**src/rtl/umpq_pkg.sv**
```systemverilog
// ----------------------------------------------------------------------------
// umpq_pkg
// Shared types and constants for the unsorted max priority queue: item
// structs, status and kind codes, and the controller/datapath interface.
// ----------------------------------------------------------------------------
package umpq_pkg;

  // queue depth and derived widths
  localparam int CAPACITY = 16;
  localparam int CNT_W    = $clog2(CAPACITY + 1);
  localparam int IDX_W    = (CAPACITY > 1) ? $clog2(CAPACITY) : 1;
  localparam int VAL_W    = 32;
  localparam int OCC_W    = 5;

  // item kinds
  localparam logic KIND_INSERT = 1'b0;
  localparam logic KIND_REMOVE = 1'b1;

  // result status codes
  localparam logic [1:0] STATUS_OK    = 2'd0;
  localparam logic [1:0] STATUS_FULL  = 2'd1;
  localparam logic [1:0] STATUS_EMPTY = 2'd2;

  // input item
  typedef struct packed {
    logic                    kind;
    logic signed [VAL_W-1:0] value;
  } in_item_t;

  // result item
  typedef struct packed {
    logic signed [VAL_W-1:0] result_value;
    logic [1:0]              status;
    logic [OCC_W-1:0]        occupancy;
  } out_item_t;

  // commands from controller to datapath
  typedef struct packed {
    logic ins;       // insert the accepted value
    logic rm_empty;  // remove on an empty queue
    logic rm_start;  // begin a scan at slot 0
    logic scan;      // read one slot and advance
    logic swap;      // move last entry into the winner's slot
    logic load_out;  // push pending result into the output register
  } cmd_t;

  // status from datapath to controller
  typedef struct packed {
    logic empty;
    logic scan_last;
    logic out_free;
  } sts_t;

endpackage

```
**src/rtl/unsorted_max_priority_queue.sv**
```systemverilog
// ----------------------------------------------------------------------------
// unsorted_max_priority_queue
// Max priority queue of signed 32-bit values kept as an unsorted array.
// ----------------------------------------------------------------------------
// Usage:
//   Input items arrive on in_valid/in_stall/in_data; kind 0 inserts value,
//   kind 1 removes the largest stored value (lowest slot on ties).
//   Every item yields exactly one result item on out_valid/out_stall/out_data
//   with the removed value (else zero), a status and the occupancy after it.
//   Insert: item taken, result held in the pending register, then loaded
//   into the output register; next item taken the cycle after the result
//   is loaded, so no item is taken while one is in progress. Remove with n
//   stored entries: the scan reads one memory slot per cycle, then a drain
//   state empties the read pipe and a swap state writes the tail entry into
//   the freed slot. Remove on an empty queue acts like insert.
//   A full insert or empty remove changes nothing and reports a status.
//   Reset empties the queue and clears the output valid flag; memory
//   contents are left as they are and need no clearing.
//   The output register holds a finished result while out_stall is high;
//   the block then waits before loading the next result and stalls input.
// ----------------------------------------------------------------------------
module unsorted_max_priority_queue (
  input  logic                clk,
  input  logic                rst_n,
  input  logic                in_valid,
  output logic                in_stall,
  input  umpq_pkg::in_item_t  in_data,
  output logic                out_valid,
  input  logic                out_stall,
  output umpq_pkg::out_item_t out_data
);
  import umpq_pkg::*;

  cmd_t cmd;
  sts_t sts;

  // sequencer
  umpq_ctrl u_ctrl (
    .clk      (clk),
    .rst_n    (rst_n),
    .in_valid (in_valid),
    .in_kind  (in_data.kind),
    .in_stall (in_stall),
    .sts      (sts),
    .cmd      (cmd)
  );

  // storage and scan datapath
  umpq_dpath u_dpath (
    .clk       (clk),
    .rst_n     (rst_n),
    .in_data   (in_data),
    .cmd       (cmd),
    .sts       (sts),
    .out_valid (out_valid),
    .out_stall (out_stall),
    .out_data  (out_data)
  );

endmodule

```
**src/rtl/umpq_ctrl.sv**
```systemverilog
// ----------------------------------------------------------------------------
// umpq_ctrl
// Sequencer for the queue: takes items, steps the datapath through the
// slot scan and swap of a remove, and hands each result to the output.
// ----------------------------------------------------------------------------
module umpq_ctrl (
  input  logic          clk,
  input  logic          rst_n,
  input  logic          in_valid,
  input  logic          in_kind,
  output logic          in_stall,
  input  umpq_pkg::sts_t sts,
  output umpq_pkg::cmd_t cmd
);
  import umpq_pkg::*;

  typedef enum logic [2:0] {
    S_IDLE,
    S_SCAN,
    S_DRAIN,
    S_SWAP,
    S_DONE
  } state_t;

  state_t state_r, state_nxt;

  // next state and commands
  always_comb begin
    state_nxt = state_r;
    cmd       = '0;
    unique case (state_r)
      S_IDLE: begin
        if (in_valid) begin
          if (in_kind == KIND_INSERT) begin
            cmd.ins   = 1'b1;
            state_nxt = S_DONE;
          end else if (sts.empty) begin
            cmd.rm_empty = 1'b1;
            state_nxt    = S_DONE;
          end else begin
            cmd.rm_start = 1'b1;
            state_nxt    = S_SCAN;
          end
        end
      end
      S_SCAN: begin
        cmd.scan = 1'b1;
        if (sts.scan_last) begin
          state_nxt = S_DRAIN;
        end
      end
      S_DRAIN: begin
        state_nxt = S_SWAP;
      end
      S_SWAP: begin
        cmd.swap  = 1'b1;
        state_nxt = S_DONE;
      end
      S_DONE: begin
        if (sts.out_free) begin
          cmd.load_out = 1'b1;
          state_nxt    = S_IDLE;
        end
      end
      default: state_nxt = S_IDLE;
    endcase
  end

  // state register
  always_ff @(posedge clk) begin
    if (!rst_n) begin
      state_r <= S_IDLE;
    end else begin
      state_r <= state_nxt;
    end
  end

  assign in_stall = (state_r != S_IDLE);

endmodule

```
**src/rtl/umpq_dpath.sv**
```systemverilog
// ----------------------------------------------------------------------------
// umpq_dpath
// Entry memory, count, scan pipeline with running maximum, pending result
// and the output register of the queue.
// ----------------------------------------------------------------------------
module umpq_dpath (
  input  logic                clk,
  input  logic                rst_n,
  input  umpq_pkg::in_item_t  in_data,
  input  umpq_pkg::cmd_t      cmd,
  output umpq_pkg::sts_t      sts,
  output logic                out_valid,
  input  logic                out_stall,
  output umpq_pkg::out_item_t out_data
);
  import umpq_pkg::*;

  // entry memory
  logic [VAL_W-1:0] mem [CAPACITY];

  logic [CNT_W-1:0]        count_r;
  logic [CNT_W-1:0]        cnt_m1;
  logic [IDX_W-1:0]        scan_idx_r;
  logic [IDX_W-1:0]        rd_idx_r;
  logic [VAL_W-1:0]        rd_data_r;
  logic                    rd_vld_r;
  logic signed [VAL_W-1:0] best_r;
  logic [IDX_W-1:0]        best_slot_r;
  logic [VAL_W-1:0]        last_r;
  logic signed [VAL_W-1:0] res_value_r;
  logic [1:0]              res_status_r;
  logic                    out_valid_r;
  out_item_t               out_data_r;
  logic                    full;

  assign full   = (count_r == CNT_W'(CAPACITY));
  assign cnt_m1 = count_r - CNT_W'(1);

  // memory write port and registered read
  always_ff @(posedge clk) begin
    if (cmd.ins && !full) begin
      mem[count_r[IDX_W-1:0]] <= in_data.value;
    end else if (cmd.swap) begin
      mem[best_slot_r] <= last_r;
    end
    rd_data_r <= mem[scan_idx_r];
    rd_idx_r  <= scan_idx_r;
  end

  // scan address and read-valid tracking
  always_ff @(posedge clk) begin
    if (!rst_n) begin
      scan_idx_r <= '0;
      rd_vld_r   <= 1'b0;
    end else begin
      rd_vld_r <= cmd.scan;
      if (cmd.rm_start) begin
        scan_idx_r <= '0;
      end else if (cmd.scan) begin
        scan_idx_r <= scan_idx_r + IDX_W'(1);
      end
    end
  end

  // running maximum, first slot wins on ties; last read is the tail entry
  always_ff @(posedge clk) begin
    if (rd_vld_r) begin
      last_r <= rd_data_r;
      if (rd_idx_r == '0 || $signed(rd_data_r) > best_r) begin
        best_r      <= $signed(rd_data_r);
        best_slot_r <= rd_idx_r;
      end
    end
  end

  // entry count
  always_ff @(posedge clk) begin
    if (!rst_n) begin
      count_r <= '0;
    end else if (cmd.ins && !full) begin
      count_r <= count_r + CNT_W'(1);
    end else if (cmd.swap) begin
      count_r <= cnt_m1;
    end
  end

  // pending result
  always_ff @(posedge clk) begin
    if (cmd.ins) begin
      res_value_r  <= '0;
      res_status_r <= full ? STATUS_FULL : STATUS_OK;
    end else if (cmd.rm_empty) begin
      res_value_r  <= '0;
      res_status_r <= STATUS_EMPTY;
    end else if (cmd.swap) begin
      res_value_r  <= best_r;
      res_status_r <= STATUS_OK;
    end
  end

  // output register
  always_ff @(posedge clk) begin
    if (!rst_n) begin
      out_valid_r <= 1'b0;
    end else if (cmd.load_out) begin
      out_valid_r <= 1'b1;
    end else if (!out_stall) begin
      out_valid_r <= 1'b0;
    end
  end

  always_ff @(posedge clk) begin
    if (cmd.load_out) begin
      out_data_r.result_value <= res_value_r;
      out_data_r.status       <= res_status_r;
      out_data_r.occupancy    <= OCC_W'(count_r);
    end
  end

  assign out_valid     = out_valid_r;
  assign out_data      = out_data_r;
  assign sts.empty     = (count_r == '0);
  assign sts.scan_last = (scan_idx_r == cnt_m1[IDX_W-1:0]);
  assign sts.out_free  = !out_valid_r || !out_stall;

endmodule

```
**config.mk**
```make
export PLATFORM = sky130hd
export DESIGN_NAME = unsorted_max_priority_queue
export DESIGN_NICKNAME = d
export VERILOG_FILES = /design/src/rtl/umpq_pkg.sv /design/src/rtl/unsorted_max_priority_queue.sv /design/src/rtl/umpq_ctrl.sv /design/src/rtl/umpq_dpath.sv
export SDC_FILE = /design/constraint.sdc
export NUM_CORES = 1
export LEC_CHECK = 0
export BUFFER_PORTS_ARGS = -buffer_cell sky130_fd_sc_hd__buf_4
export CAP_MARGIN = 20
export CORE_MARGIN = 2
export CORE_UTILIZATION = 35
export CTS_CLUSTER_DIAMETER = 200
export DETAILED_ROUTE_END_ITERATION = 6
export HOLD_SLACK_MARGIN = 0.06
export PLACE_DENSITY = 0.54
export SYNTH_ARGS = -nofsm -noshare
export SYNTH_HDL_FRONTEND = slang
export SYNTH_SLANG_ARGS = --single-unit
```
**constraint.sdc**
```tcl
create_clock -name clk -period 13.82 [get_ports clk]
set_input_delay 0.691 -clock clk [delete_from_list [all_inputs] [get_ports clk]]
set_output_delay 0.691 -clock clk [all_outputs]
set_load 0.01 [all_outputs]
```
# After elaboration in Yosys (flattened, before gate mapping)
# Memories as Yosys holds them, arrays and structs flattened. A register that Yosys moved wholly into a read port is not among the register bits.
# Index checks and enable logic that the tools add are counted.
[word_totals]
register_bits = 159
ram_bits = 512
inputBits = 37
output_inout_bits = 41
wordCells = 79
n_memories = 1
[memory_table]
columns = ["name", "words", "width", "rd", "rd_clocked_by_memory_dff", "write_ports", "line_no", "text"]
rows = [
  ["u_dpath.mem", 16, 32, 1, 1, 1, "umpq_dpath.sv:19", "logic [VAL_W-1:0] mem [CAPACITY];"],
]
[op_classes]
n_addsub = 3
order_cmp = 1
n_eq_ne = 10
muxes = 32
bitwise_logic = 1
n_reduce_logical = 17
[op_table]
columns = ["cell", "count"]
rows = [
  ["32-bit > comparator", 1],
  ["32-bit 2-to-1 mux", 1],
  ["32-bit OR reduction", 1],
  ["3-bit 2-to-1 mux", 7],
  ["1-bit 2-to-1 mux", 16],
  ["3-bit one-hot mux with 5 select lines", 1],
  ["5-bit 2-to-1 mux", 2],
  ["2-bit 2-to-1 mux", 4],
  ["3-bit by 2-bit == test with 1-bit output, second input constant", 2],
  ["2-bit inequality test, second input constant", 3],
  ["3-bit nonzero test", 2],
  ["5-bit by 1-bit adder with 5-bit output, second input constant", 1],
  ["5-bit == test, second input constant", 1],
  ["5-bit logical NOT", 1],
  ["5-bit by 1-bit subtractor with 5-bit output, second input constant", 1],
  ["4-bit by 1-bit adder with 4-bit output, second input constant", 1],
  ["4-bit == test", 1],
  ["4-bit logical NOT", 1],
  ["4-bit 2-to-1 mux", 1],
  ["2-bit OR reduction", 2],
  ["3-bit by 1-bit == test with 1-bit output, second input constant", 1],
  ["3-bit == test, second input constant", 1],
  ["1-bit logical NOT", 3],
  ["3-bit logical NOT", 1],
  ["7 further kinds", 8],
]

# Longest topological paths before layout
[logic_depth]
word_depth = 10
ltp_mapped = 8
mapped_depth_nobuf = 8

# Hierarchy
# From an unflattened synthesis, not the netlist that was laid out.
[hier_totals]
cells_unflattened = 1318
hier_area_um2 = 26569.2
[modules_own_cells]
columns = ["module", "n_inst", "cells_each", "area_per_inst_um2", "seq_area_each_um2"]
rows = [
  ["umpq_dpath", 1, 1289, 26316.5, 20229.4],
  ["umpq_ctrl", 1, 29, 252.7, 60.1],
]

# Least setup slack after synthesis
# Ideal clock, no wire load.
[synth_timing]
path_type = "flip-flop to flip-flop"
from = "register u_dpath.best_r[15]"
to = "register u_dpath.best_r[0] (enable)"
setup_ns = 0.483
arrival_ns = 4.224
required_time_ns = 13.337
path_slack_ns = 9.113
stages_incl_launch_ff = 9
n_path_buf = 0
period_less_slack_ns = 4.707
cell_sequence = "edfxtp_1 -> inv_1 -> ha_1 -> nand4_1 -> nor4_1 -> o21ai_0 -> o211ai_1 -> a2111oi_0 -> o31ai_1"
[synth_via]
elab_chain_cells = 3
[synth_lines]
columns = ["item", "line_no", "text"]
rows = [
  ["from (decl)", "umpq_dpath.sv:27", "logic signed [VAL_W-1:0] best_r;"],
  ["from (signal assigned)", "umpq_dpath.sv:70", "best_r <= $signed(rd_data_r);"],
  ["32-bit > comparator", "umpq_dpath.sv:69", "if (rd_idx_r == '0 || $signed(rd_data_r) > best_r) begin"],
  ["1-bit logical OR", "umpq_dpath.sv:69", ""],
  ["2-bit AND reduction (no line)", "--", ""],
]
# No other way between the ends.
# A chain may end at the register's enable or synchronous reset.

# Final worst setup path
[layout_timing]
from = "register u_dpath.rd_data_r[13], read port of u_dpath.mem"
to = "register u_dpath.best_r[22] (enable)"
[layout_via]
elab_chain_cells = 3
[layout_lines]
columns = ["item", "line_no", "text"]
rows = [
  ["from (decl)", "umpq_dpath.sv:25", "logic [VAL_W-1:0] rd_data_r;"],
  ["32-bit > comparator", "umpq_dpath.sv:69", ""],
  ["1-bit logical OR", "umpq_dpath.sv:69", ""],
  ["2-bit AND reduction (no line)", "--", ""],
]
# No other way between the ends.

==> impl_metrics.env <==
export IMPL_outcome="finished, final reports clean"
export IMPL_arrival_ps=3720
export IMPL_clockRootBuffer="clkbuf_16"
export IMPL_drive_gt1_frac=0.261
export IMPL_critPathCaptureType="flip-flop"
export IMPL_synth_fa_ha_area_frac=0.0166
export IMPL_synth_simple_area_share=0.0403
export IMPL_track_usage=0.157
export IMPL_p_sw_frac=0.229
export IMPL_synth_area_leader_cell="edfxtp_1"
export IMPL_io_buffers=77
export IMPL_synth_mux_area_frac=0.137
export IMPL_yosysSeqAreaShare=0.767
export IMPL_ios=78
export IMPL_grt_ovfl_total=0
export IMPL_die_h_microns=279
export IMPL_worstSetupPathType="reg -> reg"
export IMPL_synthCells=1355
export IMPL_fin_tns_setup_ps=0
export IMPL_p_int_mw=3.81
export IMPL_first_global_vias=13400
export IMPL_synth_compound_area_frac=0.0202
export IMPL_synth_seq_cells=703
export IMPL_cp_start_kind="flip-flop"
export IMPL_finalSetupViolations=0
export IMPL_dr_pass1_iters=5
export IMPL_routed_via_count=12900
export IMPL_drc=0
export IMPL_clk_pin_slew_ps=60
export IMPL_max_freq_mhz=290
export IMPL_antenna_found_initial=3
export IMPL_maxSlewViolCount=0
export IMPL_avgViaCountPerCell=5.15
export IMPL_place_congestion=0.756
export IMPL_yosysTopAreaCellShare=0.705
export IMPL_grt_pass1_wl_microns=89100
export IMPL_post_cts_buffers=0
export IMPL_area_delta_synth_final_pct=16.2
export IMPL_drtIter0Drc=1082
export IMPL_synth_common_cells="621 x edfxtp_1, 179 x nand2_1, 160 x mux4_2"
export IMPL_syn_num_nets=1427
export IMPL_cts_hold_buf=0
export IMPL_clk_latency_ps=620
export IMPL_initial_core_util=0.354
export IMPL_worst_slew_pin_slew_ps=1120
export IMPL_post_synth_top_count_cell="edfxtp_1"
export IMPL_powerDensity_nw_per_um2=161
export IMPL_chipWidth_microns=279
export IMPL_clk_path_buf_depth=3
export IMPL_timing_final_crit_share=0.250
export IMPL_place_hpwl_microns=33800
export IMPL_max_slew_margin=0.252
export IMPL_postRouteAntennaNets=0
export IMPL_leakage_nw=9.91
export IMPL_yosys_top_cells_area="edfxtp_1 70%, mux4_2 14%, dfxtp_1 6.2%"
export IMPL_report_power_total_mw=4.94
export IMPL_synth_xor_area_frac=0.00397
export IMPL_fillers=6527
export IMPL_synth_async_reset_ratio=0
export IMPL_synth_area_sq_um=26500
export IMPL_synth_area_per_cell_sq_um=19.5
export IMPL_crit_required_ps=14090
export IMPL_synth_top_family_by_area="multiplexers"
export IMPL_cts_num_sinks=703
export IMPL_htreeDepth=3
export IMPL_dieArea_sq_um=77800
export IMPL_coreArea_sq_um=74700
export IMPL_hold_path_class="in -> reg"
export IMPL_p_seq_frac=0.511
export IMPL_r2r_start="u_dpath.rd_data_r[13]"
export IMPL_cts_tree="yes"
export IMPL_critical_path_max_fanout=23
export IMPL_switching_power_mw=1.13
export IMPL_wl_per_cell_microns=24.0
export IMPL_ys_flop_type="edfxtp_1"
export IMPL_antenna_cells=0
export IMPL_worstHoldStart="rst_n"
export IMPL_hold_viol_final=0
export IMPL_yosysUniqueCellTypes=49
export IMPL_yosysWarnings=0
export IMPL_period_minus_slack_ps=3450
export IMPL_power_frac_comb=0.100
export IMPL_drv_cap=0
export IMPL_rsz0062_at_grt="no"
export IMPL_grt_start_max_net_pins=69
export IMPL_clockPowerShare=0.390
export IMPL_fin_worst_skew_ps=28.6
export IMPL_nets=1546
export IMPL_drt_total_wl_microns=60000
export IMPL_rows=100
export IMPL_synth_edf_count=621
export IMPL_startpoint="u_dpath.rd_data_r[13]"
export IMPL_cts_buffers=71
export IMPL_vdd_drop_max_v=0.0000940
export IMPL_ctsResizeCount=0
layer usage:
layer  GRT usage  share of wire  vias to the layer above
met4      0.0551          0.027                        0
met5           0              0                        -
met3      0.0272          0.051                       95
li1            -              -                     5619
met2       0.242           0.46                      342
met1       0.225           0.46                     6833
power by group through the flow:
stage | clock, mW | combinational (mW) | sequential (mW)
finish | 1.92 | 0.493 | 2.52
CTS | 1.97 | 0.501 | 2.52
floorplan | 0 | 0.356 | 2.52
global placement | 0 | 0.496 | 2.56
global route | 2.05 | 0.541 | 2.53
detailed placement | 0 | 0.500 | 2.57
sequential cells by signal, summed over array words and instances (netlist names):
signal,flops
u_dpath.last_r,32
u_dpath.mem,512
u_dpath.best_r,32
u_dpath.scan_idx_r,4
u_dpath.rd_data_r,32
u_dpath.count_r,5
u_dpath.res_status_r,2
u_dpath.out_valid,1
u_dpath.res_value_r,32
u_dpath.rd_idx_r,4
u_dpath.best_slot_r,4
u_ctrl.state_r,3
u_dpath.out_data,39
u_dpath.rd_vld_r,1
kinds of logic after synthesis:
kind of cell               after synthesis
xor gates and xnor gates                12
buffers and inverters                  101
DFF                                    703
muxes                                  161
and+or+nand+nor                        255
adders and majority gates               35
AOI/OAI and AO/OA                       88
path summary, 6_finish.rpt:
path	to	slack [ps]	depth (start not counted)
max	u_dpath.best_r[22]	10370	8
min reg2reg	u_dpath.out_data[5]	430	0
max reg2reg	u_dpath.best_r[22]	10370	8
min	u_dpath.rd_vld_r	320	2
critical path, stage by stage, from the launching register on:
cell	delay, ps
dfxtp_1	420
ha_1	360
nand4_1	160
nor4_1	450
o21ai_0	220
o211ai_1	140
a2111oi_0	180
o31ai_4	710
buf_4	450
placed cells by master (no fill, tap or decap), types with 3 or more instances in the layout:
| cell type | n |
|---|---|
| a21oi_1 | 50 |
| a31oi_1 | 5 |
| buf_4 | 105 |
| bufinv_16 | 6 |
| clkbuf_1 | 17 |
| clkbuf_16 | 76 |
| clkbuf_8 | 4 |
| clkinv_1 | 12 |
| clkinv_2 | 11 |
| dfxtp_1 | 77 |
| dfxtp_2 | 3 |
| edfxtp_1 | 621 |
| ha_1 | 35 |
| inv_1 | 41 |
| mux4_2 | 160 |
| nand2_1 | 179 |
| nand3_1 | 4 |
| nand4_1 | 7 |
| nor2_1 | 18 |
| nor2_4 | 16 |
| nor3_1 | 8 |
| nor3b_1 | 3 |
| nor4_1 | 3 |
| o21ai_0 | 14 |
| xnor2_1 | 7 |
| xor2_1 | 5 |
through the flow:
stage	util	hold slack, ps	setup WS, ps	instance area, sq um	std cells
global placement	0.380	409	10350	28400	2369
detailed placement	0.380	412	10320	28400	2369
CTS	0.411	287	10350	30700	2500
floorplan	-	329	9110	26500	1355
finish	0.412	319	10370	30700	2501
global route	0.412	317	10100	30700	2501
layout make-up:
class,count,area [sq um],share of cell area
Multi-Input combinational cell,551,5910,0.192
Sequential cell,703,20300,0.660
Inverter,41,154,0.00501
Tap cell,969,1210,0.0394
Clock buffer,97,2020,0.0657
Clock inverter,34,329,0.0107
Timing Repair Buffer,106,816,0.0265
No activity file was read; power rests on OpenSTA's default activity.
